===== config.mk =====
export PLATFORM = sky130hd
export DESIGN_NAME = sync_header_frame_parser_top
export DESIGN_NICKNAME = d
export VERILOG_FILES = /design/src/rtl/core/shfp_pkg.sv /design/src/rtl/core/sync_header_frame_parser_top.sv
export SDC_FILE = /design/constraint.sdc
export NUM_CORES = 1
export LEC_CHECK = 0
export BUFFER_PORTS_ARGS = -buffer_cell sky130_fd_sc_hd__buf_4
export CORE_MARGIN = 2
export CORE_UTILIZATION = 50
export CTS_CLUSTER_DIAMETER = 150
export CTS_CLUSTER_SIZE = 16
export DETAILED_ROUTE_END_ITERATION = 8
export GPL_TIMING_DRIVEN = 0
export PLACE_DENSITY_LB_ADDON = 0.3
export SYNTH_ARGS = -nofsm -noshare
export SYNTH_HDL_FRONTEND = slang
export SYNTH_SLANG_ARGS = --single-unit

===== constraint.sdc =====
create_clock -name i_clk -period 5.8 [get_ports i_clk]
set_input_delay 0.58 -clock i_clk [delete_from_list [all_inputs] [get_ports i_clk]]
set_output_delay 0.58 -clock i_clk [all_outputs]
set_load 0.05 [all_outputs]

===== src/rtl/core/shfp_pkg.sv =====
// ----------------------------------------------------------------------------
// Sync-header frame parser package
// Shared payload types, result kinds and register defaults.
// ----------------------------------------------------------------------------
package shfp_pkg;

    // Register indexes on the configuration port
    localparam logic [1:0] CFG_HEADER_FIRST  = 2'd0;
    localparam logic [1:0] CFG_HEADER_SECOND = 2'd1;
    localparam logic [1:0] CFG_TAIL_VALUE    = 2'd2;

    // Register reset values
    localparam logic [7:0] HEADER_FIRST_RST  = 8'hF0;
    localparam logic [7:0] HEADER_SECOND_RST = 8'hF1;
    localparam logic [7:0] TAIL_VALUE_RST    = 8'hEC;

    // Result kinds
    localparam logic [1:0] KIND_PAYLOAD = 2'd0;
    localparam logic [1:0] KIND_FRAME   = 2'd1;
    localparam logic [1:0] KIND_NOHEAD  = 2'd2;
    localparam logic [1:0] KIND_NOTAIL  = 2'd3;

    localparam logic [15:0] COUNT_MAX = 16'hFFFF;

    typedef struct packed {
        logic [7:0] data_byte;
        logic       end_of_message;
    } t_in;

    typedef struct packed {
        logic [1:0]  kind;
        logic [7:0]  payload_byte;
        logic [7:0]  command;
        logic [15:0] declared_length;
        logic [15:0] payload_count;
        logic        last;
    } t_out;

endpackage


===== src/rtl/core/sync_header_frame_parser_top.sv =====
// ----------------------------------------------------------------------------
// Sync-header frame parser
// Hunts for a two-byte header, takes command and length, forwards payload up
// to the tail byte and reports the frame, or an error at end of message or on count overflow.
// ----------------------------------------------------------------------------
// One byte request is taken per clock while the queue is not full, and is
// parsed in the same cycle into a two-entry result queue; its results appear
// from the next cycle on. A byte gives at most one result, except a payload
// byte that also ends the message, which gives the byte and then a
// missing-tail report: its entry holds a queue slot until both results are
// taken, so the input may stall while the queue drains. The rate of one byte
// per cycle is limited only by the one result output and the two-entry queue.
module sync_header_frame_parser_top (
    input  logic             i_clk,
    input  logic             i_rst_n,
    input  logic             i_in_valid,
    output logic             o_in_stall,
    input  shfp_pkg::t_in    i_in_data,
    output logic             o_out_valid,
    input  logic             i_out_stall,
    output shfp_pkg::t_out   o_out_data,
    input  logic             i_cfg_we,
    input  logic [1:0]       i_cfg_idx,
    input  logic [7:0]       i_cfg_data
);

    typedef enum logic [2:0] {
        PH_HUNT1   = 3'd0,
        PH_HUNT2   = 3'd1,
        PH_CMD     = 3'd2,
        PH_LEN_LO  = 3'd3,
        PH_LEN_HI  = 3'd4,
        PH_PAYLOAD = 3'd5,
        PH_DONE    = 3'd6
    } t_phase;

    // One queue entry holds everything a single request produced
    typedef struct packed {
        logic        pay_vld;
        logic [7:0]  pay_byte;
        logic        st_vld;
        logic [1:0]  st_kind;
        logic [7:0]  command;
        logic [15:0] dlen;
        logic [15:0] count;
    } t_entry;

    logic [7:0]  r_hdr1;
    logic [7:0]  r_hdr2;
    logic [7:0]  r_tail;

    t_phase      r_phase, n_phase;
    logic [7:0]  r_cmd, n_cmd;
    logic [15:0] r_len, n_len;
    logic [15:0] r_cnt, n_cnt;

    t_entry      r_q [2];
    logic        r_wp;
    logic        r_rp;
    logic [1:0]  r_count;
    logic        r_sub;

    t_entry      w_ent;
    logic        w_in_acc;
    logic        w_out_acc;
    logic        w_push;
    logic        w_pop;
    logic        w_emit_pay;
    t_entry      w_head;

    assign o_in_stall = (r_count == 2'd2);
    assign w_in_acc   = i_in_valid && !o_in_stall;
    assign w_push     = w_in_acc && (w_ent.pay_vld || w_ent.st_vld);

    always_comb begin
        n_phase = r_phase;
        n_cmd   = r_cmd;
        n_len   = r_len;
        n_cnt   = r_cnt;
        w_ent   = '0;
        case (r_phase)
            PH_HUNT1: begin
                if (i_in_data.data_byte == r_hdr1) n_phase = PH_HUNT2;
            end
            PH_HUNT2: begin
                if (i_in_data.data_byte == r_hdr2) n_phase = PH_CMD;
                else if (i_in_data.data_byte != r_hdr1) n_phase = PH_HUNT1;
            end
            PH_CMD: begin
                n_cmd   = i_in_data.data_byte;
                n_phase = PH_LEN_LO;
            end
            PH_LEN_LO: begin
                n_len   = {8'h00, i_in_data.data_byte};
                n_phase = PH_LEN_HI;
            end
            PH_LEN_HI: begin
                n_len   = {i_in_data.data_byte, r_len[7:0]};
                n_phase = PH_PAYLOAD;
            end
            PH_PAYLOAD: begin
                if (i_in_data.data_byte == r_tail) begin
                    w_ent.st_vld  = 1'b1;
                    w_ent.st_kind = shfp_pkg::KIND_FRAME;
                    w_ent.command = r_cmd;
                    w_ent.dlen    = r_len;
                    w_ent.count   = r_cnt;
                    n_phase       = PH_DONE;
                end else if (r_cnt == shfp_pkg::COUNT_MAX) begin
                    // count would wrap: drop the byte and flag the frame
                    w_ent.st_vld  = 1'b1;
                    w_ent.st_kind = shfp_pkg::KIND_NOTAIL;
                    n_phase       = PH_DONE;
                end else begin
                    w_ent.pay_vld  = 1'b1;
                    w_ent.pay_byte = i_in_data.data_byte;
                    n_cnt          = r_cnt + 16'd1;
                end
            end
            default: ;
        endcase

        if (i_in_data.end_of_message) begin
            if (n_phase == PH_HUNT1 || n_phase == PH_HUNT2) begin
                w_ent.st_vld  = 1'b1;
                w_ent.st_kind = shfp_pkg::KIND_NOHEAD;
            end else if (n_phase != PH_DONE) begin
                w_ent.st_vld  = 1'b1;
                w_ent.st_kind = shfp_pkg::KIND_NOTAIL;
            end
            n_phase = PH_HUNT1;
            n_cmd   = '0;
            n_len   = '0;
            n_cnt   = '0;
        end
    end

    // Output side: payload byte first, then the status of the same request
    assign w_head      = r_q[r_rp];
    assign o_out_valid = (r_count != 2'd0);
    assign w_emit_pay  = w_head.pay_vld && !r_sub;
    assign w_out_acc   = o_out_valid && !i_out_stall;
    assign w_pop       = w_out_acc && o_out_data.last;

    always_comb begin
        o_out_data = '0;
        if (w_emit_pay) begin
            o_out_data.kind         = shfp_pkg::KIND_PAYLOAD;
            o_out_data.payload_byte = w_head.pay_byte;
            o_out_data.last         = !w_head.st_vld;
        end else begin
            o_out_data.kind            = w_head.st_kind;
            o_out_data.command         = w_head.command;
            o_out_data.declared_length = w_head.dlen;
            o_out_data.payload_count   = w_head.count;
            o_out_data.last            = 1'b1;
        end
    end

    always_ff @(posedge i_clk) begin
        if (!i_rst_n) begin
            r_hdr1  <= shfp_pkg::HEADER_FIRST_RST;
            r_hdr2  <= shfp_pkg::HEADER_SECOND_RST;
            r_tail  <= shfp_pkg::TAIL_VALUE_RST;
            r_phase <= PH_HUNT1;
            r_cmd   <= '0;
            r_len   <= '0;
            r_cnt   <= '0;
            r_wp    <= 1'b0;
            r_rp    <= 1'b0;
            r_count <= '0;
            r_sub   <= 1'b0;
        end else begin
            if (i_cfg_we) begin
                case (i_cfg_idx)
                    shfp_pkg::CFG_HEADER_FIRST:  r_hdr1 <= i_cfg_data;
                    shfp_pkg::CFG_HEADER_SECOND: r_hdr2 <= i_cfg_data;
                    shfp_pkg::CFG_TAIL_VALUE:    r_tail <= i_cfg_data;
                    default: ;
                endcase
            end
            if (w_in_acc) begin
                r_phase <= n_phase;
                r_cmd   <= n_cmd;
                r_len   <= n_len;
                r_cnt   <= n_cnt;
            end
            if (w_push) r_wp <= !r_wp;
            if (w_pop) r_rp <= !r_rp;
            r_count <= r_count + {1'b0, w_push} - {1'b0, w_pop};
            // advance to the status half once the payload byte is taken
            if (w_pop) r_sub <= 1'b0;
            else if (w_out_acc) r_sub <= 1'b1;
        end
    end

    always_ff @(posedge i_clk) begin
        if (w_push) r_q[r_wp] <= w_ent;
    end

    a_count_bound: assert property (@(posedge i_clk) disable iff (!i_rst_n)
        r_count != 2'd3)
        else $error("result queue overfilled");

    a_sub_needs_status: assert property (@(posedge i_clk) disable iff (!i_rst_n)
        r_sub |-> (o_out_valid && w_head.pay_vld && w_head.st_vld))
        else $error("second half of an entry without a status result");

    a_eom_clears: assert property (@(posedge i_clk) disable iff (!i_rst_n)
        (w_in_acc && i_in_data.end_of_message) |=> (r_phase == PH_HUNT1 && r_cnt == 16'd0))
        else $error("end of message did not clear the parser state");

    a_head_nonempty: assert property (@(posedge i_clk) disable iff (!i_rst_n)
        o_out_valid |-> (w_head.pay_vld || w_head.st_vld))
        else $error("empty entry in result queue");

    a_frame_is_last: assert property (@(posedge i_clk) disable iff (!i_rst_n)
        (o_out_valid && o_out_data.kind == shfp_pkg::KIND_FRAME) |-> o_out_data.last)
        else $error("frame report not marked last");

endmodule

-- Yosys cells after proc, flatten, opt, wreduce, memory -nomap -nowiden
Memories as Yosys holds them, arrays and structs flattened. A register that Yosys moved wholly into a read port is not among the register bits.
Index checks and enable logic that the tools add are counted.
- add/subtract/negate cells: 3
- equal/unequal tests: 18
- bitwise logic cells: 1
- mux-type cells: 32
- reductions and logical operators: 29
- operators with widths (operator ; count):
    $mux W16 ; 5
    $mux W40 ; 2
    $mux W52 ; 1
    $mux W3 ; 11
    $pmux W16 S2 ; 1
    $eq A8 B8 Y1 ; 3
    $mux W8 ; 3
    $mux W9 ; 2
    $pmux W3 S6 ; 1
    $add A16 B1 Y16 const B ; 1
    $eq A16 B16 Y1 const B ; 1
    $reduce_and A2 Y1 ; 5
    $ne A8 B8 Y1 ; 1
    $reduce_bool A2 Y1 ; 4
    $eq A3 B1 Y1 const B ; 2
    $eq A3 B2 Y1 const B ; 2
    $eq A3 B3 Y1 const B ; 2
    $logic_not A1 Y1 ; 6
    $logic_not A3 Y1 ; 2
    $ne A2 B2 Y1 const B ; 3
    $logic_and A1 B1 Y1 ; 5
    $mux W1 ; 5
    $eq A2 B2 Y1 const B ; 2
    $reduce_and A4 Y1 ; 1
    11 further kinds ; 12
- logic and storage cells: 96
- memory bits (writable): 104
- register bits after elaboration: 72
- output and inout bits: 53
- input port bits: 24
- memories kept: 1
- memories (memory ; words ; width ; rd ports ; clocked after memory_dff ; write ports ; RTL line ; text):
    r_q ; 2 ; 52 ; 1 ; 1 ; 1 ; sync_header_frame_parser_top.sv:57 ; t_entry r_q [2];

-- Longest topological paths before layout
- word-level depth: 12
- depth in mapped cells: 13
- depth with buffers taken out: 13

-- Worst setup path before layout
OpenSTA, ideal clock, no wires.
- path kind: input -> register
- start: input i_in_data[8] (netlist name)
- end: memory r_q[0][0] (netlist name) (enable)
- cell stages on the path: 6
- buffers on the path: 0
- required time: 5.260 ns
- data arrival time: 5.460 ns
- slack: -0.199 ns
- setup time: 0.540 ns
- cells stage by stage: xor2_1 > nor4_1 > a21oi_1 > o32ai_1 > o21ai_1 > a211oi_1
- word-level cells in the longest chain between the ends: 12
- elaborated cells between the ends (all ways): 23
- classes of those cells: eq/ne (6); mux (13); reduce/logical (4)
- ends and longest elaborated chain (what ; RTL line ; text):
    start, declared ; sync_header_frame_parser_top.sv:18 ; input shfp_pkg::t_in i_in_data,
    $ne A8 B8 Y1 ; sync_header_frame_parser_top.sv:87 ; else if (i_in_data.data_byte != r_hdr1) n_phase = PH_HUNT1;
    $mux W3 ; sync_header_frame_parser_top.sv:87 ;
    $mux W3 ; sync_header_frame_parser_top.sv:86 ; if (i_in_data.data_byte == r_hdr2) n_phase = PH_CMD;
    $pmux W3 S6 ; sync_header_frame_parser_top.sv:81 ; case (r_phase)
    $ne A3 B3 Y1, or another cell as far along ; sync_header_frame_parser_top.sv:127 ; end else if (n_phase != PH_DONE) begin
    $mux W3 or $logic_or A1 B1 Y1 (tied branches) ; sync_header_frame_parser_top.sv:127, sync_header_frame_parser_top.sv:124 ;
    $mux W3 ; sync_header_frame_parser_top.sv:124 ; if (n_phase == PH_HUNT1 || n_phase == PH_HUNT2) begin
    $mux W3 ; sync_header_frame_parser_top.sv:123 ; if (i_in_data.end_of_message) begin
    $logic_or A1 B1 Y1 (*) ; sync_header_frame_parser_top.sv:73 ; assign w_push = w_in_acc && (w_ent.pay_vld || w_ent.st_vld);
    $logic_and A1 B1 Y1 (*) ; sync_header_frame_parser_top.sv:73 ;
    $mux W1 (*) ; sync_header_frame_parser_top.sv:198 ; if (w_push) r_q[r_wp] <= w_ent;
    $mux W1 (not written as such) (*) ; sync_header_frame_parser_top.sv:198 ;
    end, declared ; sync_header_frame_parser_top.sv:57 ;
Every way passes the cells marked *; elsewhere a longest branch is shown, timed or not.

-- Final worst setup path
- start: register r_phase[0]
- end: register r_count[1]
- word-level cells in the longest chain between the ends: 11
- elaborated cells between the ends (all ways): 24
- classes of those cells: add/sub (2); eq/ne (7); mux (10); reduce/logical (5)
- ends and longest elaborated chain (what ; RTL line ; text):
    start, declared ; sync_header_frame_parser_top.sv:52 ; t_phase r_phase, n_phase;
    start signal, assigned ; sync_header_frame_parser_top.sv:183 ; r_phase <= n_phase;
    $mux W3, on equally long branches ; sync_header_frame_parser_top.sv:109, sync_header_frame_parser_top.sv:87 ;
    $mux W3, on equally long branches ; sync_header_frame_parser_top.sv:102, sync_header_frame_parser_top.sv:86 ;
    $pmux W3 S6 ; sync_header_frame_parser_top.sv:81 ;
    $ne A3 B3 Y1, or another cell as far along ; sync_header_frame_parser_top.sv:127 ;
    $mux W3 or $logic_or A1 B1 Y1 (tied branches) ; sync_header_frame_parser_top.sv:127, sync_header_frame_parser_top.sv:124 ;
    $mux W3 ; sync_header_frame_parser_top.sv:124 ;
    $mux W3 ; sync_header_frame_parser_top.sv:123 ;
    $logic_or A1 B1 Y1 (*) ; sync_header_frame_parser_top.sv:73 ;
    $logic_and A1 B1 Y1 (*) ; sync_header_frame_parser_top.sv:73 ;
    $add A2 B1 Y2 (*) ; sync_header_frame_parser_top.sv:190 ; r_count <= r_count + {1'b0, w_push} - {1'b0, w_pop};
    $sub A2 B1 Y2 (*) ; sync_header_frame_parser_top.sv:190 ;
    end signal, assigned ; sync_header_frame_parser_top.sv:190 ;
    end, declared ; sync_header_frame_parser_top.sv:60 ; logic [1:0] r_count;
Marks and branches as above.
A chain may end at the register's enable or synchronous reset.

==> impl_results.md <==
* Vias per cell at 5.40
* First-pass GRT wire length at 27300 µm
* Power per cell area at 364 nW/µm²
* Syn Nets at 736
* DRC at 0
* Most common cell after layout, fill and taps aside: edfxtp_1
* Initial Utilization at 50.5%
* Async SR Flop Fraction at 0%
* Syn Std Cell Area at 7930 µm²
* # rows at 46
* Net switching power at 1.10 mW
* Most frequent cells in the layout: 104 x edfxtp_1, 77 x nand2_1, 75 x buf_4
* Worst vdd ir at 193 µV
* Sw Ratio at 31.7%
* Initial antenna violation count at 0
* Critical Path Source Type: flop
* Setup crit end kind: flop
* Detail Route Antenna Nets at 0
* R2R setup slack at 2.43 ns
* GP Congestion at 0.931
* Area of the die at 16900 µm²
* Post-synthesis register bit count at 177
* Arr. time, crit path at 3.70 ns
* EDFF count, synth at 104
* Syn. warnings at 0
* Clock skew at 0.0111 ns
* Setup violations, final at 0
* Avg Inst Size Synth at 11.2 µm²
* Vias in the first global route at 5398
* Worst flop-to-flop path startpoint: r_phase[0]$_SDFFE_PN0P_
* Period utilization at 58.1%
* Outcome: finished clean
* Clock Sinks at 177
* Total gr overflow at 0
* Postcts setup bufs at 0
* WP data required at 6.13 ns
* Fin Setup TNS at 0 ns
* H-tree levels at 4
* Clock Path Buffers at 2
* Setup CP Type: flop to flop
* DPL Wire Length at 12600 µm
* Seq/Total Area, Yosys at 57.8%
* Die width at 130 µm
* Crit path time final at 3.37 ns
* Max Cap Viol at 0
* Register Area at 4580 µm²
* Endpoint, Worst Hold: r_hdr2[4]$_SDFFE_PN1P_
* Via total after detailed routing at 5597
* Hold depth at 3
* Core ar. at 15700 µm²
* DR iter-0 viols at 494
* Gr usage total at 21.1%
* Ant diodes at 0
* Slew at the pin closest to its max-slew limit at 0.852 ns
* Max Clk Rate at 0.297 GHz
* Final Hold Vio Count at 0
* Combinational Power Share at 25.3%
* Die H at 130 µm
* Layout cells sized above 1 at 16.6%
* Pre-CTS WS at 2.07 ns
* Hold Buf Count CTS at 0
* I/O pin total at 77
* Nets@finish at 835
* DRT Pass-1 Iters at 5
* Critical path peak fanout at 9
* # port buffers at 75
* Layout area overhead at 20.0%
* Hold crit path type: primary input to flop
* Leak Pwr at 3.43 nW
* Routed wire length per instance at 16.9 µm
* Worst hold start: i_cfg_data[4]
* Reg clk slew, reported paths at 0.07 ns
* Setup slack after layout at 2.43 ns
* Int Pwr at 2.37 mW
* Reg-to-Reg End: r_count[1]$_SDFF_PN0_
* Clock Latency Late Sink at 0.43 ns
* Clock root cell: clkbuf_16
* Worst Reg-to-Reg Cells at 12
* Cts bufs inserted at 17
* Clk pwr share at 33.9%
* Mapped Cells at 709
* Top FF cell, synth: edfxtp_1
* Largest net degree at the start of global routing at 22
* Slew margin rel. at 43.0%
* Distinct cell type count after synthesis at 53
* Post_cts resized at 0
* Final slew viol count at 0
* Share of power burned in registers at 40.8%
* CTS tree: built
* Multi-input logic area at 3160 µm²
* Post-detailed-routing wire length at 17500 µm
* Fill count at 1252
* RSZ-0062 raised after global routing: no
==> sequential cells by signal (all words and copies together), names as in the netlist, named ones only <==
signal	cells
r_cmd	8
r_cnt	16
r_count	2
r_hdr1	8
r_hdr2	8
r_len	16
r_phase	3
r_q	104
r_rp	1
r_sub	1
r_tail	8
r_wp	1
==> cell usage after synthesis (3+ instances only) <==
master    number  area (µm²)
ha_1           3        37.5
nand3_1       31         155
nor2_1        62         233
xnor2_1       18         158
buf_1          4        15.0
mux2i_1       72         721
nor3_1         5        25.0
o31ai_1       10        75.1
a21oi_1       12        60.1
inv_1          6        22.5
nor4_1         6        37.5
edfxtp_1     104        3120
a21boi_1       4        30.0
nor2b_1       22         138
a21boi_0      25         188
dfxtp_1       73        1460
nand2b_1       9        56.3
or4_1          7        52.6
nand4_1        8        50.1
nand4_2        3        37.5
o21ai_0        6        30.0
o21ai_1        6        30.0
nand2_1       77         289
clkbuf_1      25        93.8
or3_1          3        18.8
and2_1        49         307
xor2_1         9        78.8
buf_2          8        40.0
and3_1        12        75.1
==> cell families after synthesis <==
family                     Yosys count  synth area share [%]
muxes                               72                  9.09
adders and majority gates            3                 0.473
AOI/OAI and AO/OA                   78                  6.99
and+or+nand+nor                    306                  20.0
buffers and inverters               46                  2.70
xor gates and xnor gates            27                  2.98
DFF                                177                  57.8
==> final cells by class <==
| cell class | count | share of cell area [%] |
|---|---|---|
| clock inverter | 12 | 1.64 |
| tap | 216 | 2.84 |
| sequential | 177 | 48.2 |
| inverter | 6 | 0.237 |
| clock buffer | 20 | 4.80 |
| buffer | 40 | 2.01 |
| timing repair buffer | 80 | 7.10 |
| multi-input combinational | 486 | 33.2 |
==> how the worst max path moves through the flow <==
stage	from	to	slack [ns]	depth (start not counted)
2_1_floorplan	i_in_data[8]	r_q[1][0]$_DFFE_PP_	1.18	6
5_1_grt	r_phase[2]$_SDFFE_PN0P_	r_count[1]$_SDFF_PN0_	2.16	12
3_3_place_gp	i_in_data[6]	r_q[1][32]$_DFFE_PP_	-0.80	7
4_1_cts	r_phase[0]$_SDFFE_PN0P_	r_count[1]$_SDFF_PN0_	2.39	12
6_report	r_phase[0]$_SDFFE_PN0P_	r_count[1]$_SDFF_PN0_	2.43	12
3_5_place_dp	i_in_data[8]	r_count[1]$_SDFF_PN0_	2.07	13
==> critical path, stage by stage, from the launching register on <==
cell	delay, ns
dfxtp_1	0.31
buf_2	0.18
nand2_1	0.25
nor3_2	0.72
o32ai_1	0.23
o21ai_1	0.57
a21o_1	0.21
ha_1	0.23
inv_1	0.06
ha_1	0.14
xnor2_1	0.13
xnor2_1	0.08
and2_1	0.15
==> power by group through the flow <==
| stage | clock network, mW | logic [mW] | registers [mW] |
|---|---|---|---|
| after floorplan | 0 | 0.617 | 1.44 |
| after global placement | 0 | 0.853 | 1.44 |
| after detailed placement | 0 | 0.882 | 1.44 |
| after CTS | 1.19 | 0.884 | 1.41 |
| after global routing | 1.24 | 0.929 | 1.42 |
| final | 1.17 | 0.876 | 1.41 |
==> metrics by stage <==
stage,power (mW),instance area (µm²),utilization (%),cells,hold WS (ns)
detailed placement,2.32,8900,56.7,1005,0.461
floorplan,2.05,7940,-,709,0.436
finish,3.46,9520,60.6,1037,0.382
global placement,2.30,8770,55.8,1000,0.456
global route,3.59,9520,60.6,1037,0.388
CTS,3.49,9520,60.6,1037,0.365
==> metal layers <==
metal	vias to the layer above	global-route usage (%)	routed length, µm
met2	173	33.5	8420
met5	-	0	0
met4	0	7.78	289
met3	27	4.88	935
li1	2712	-	-
met1	2685	28.5	7880
Power figures use the tool's default switching activity.
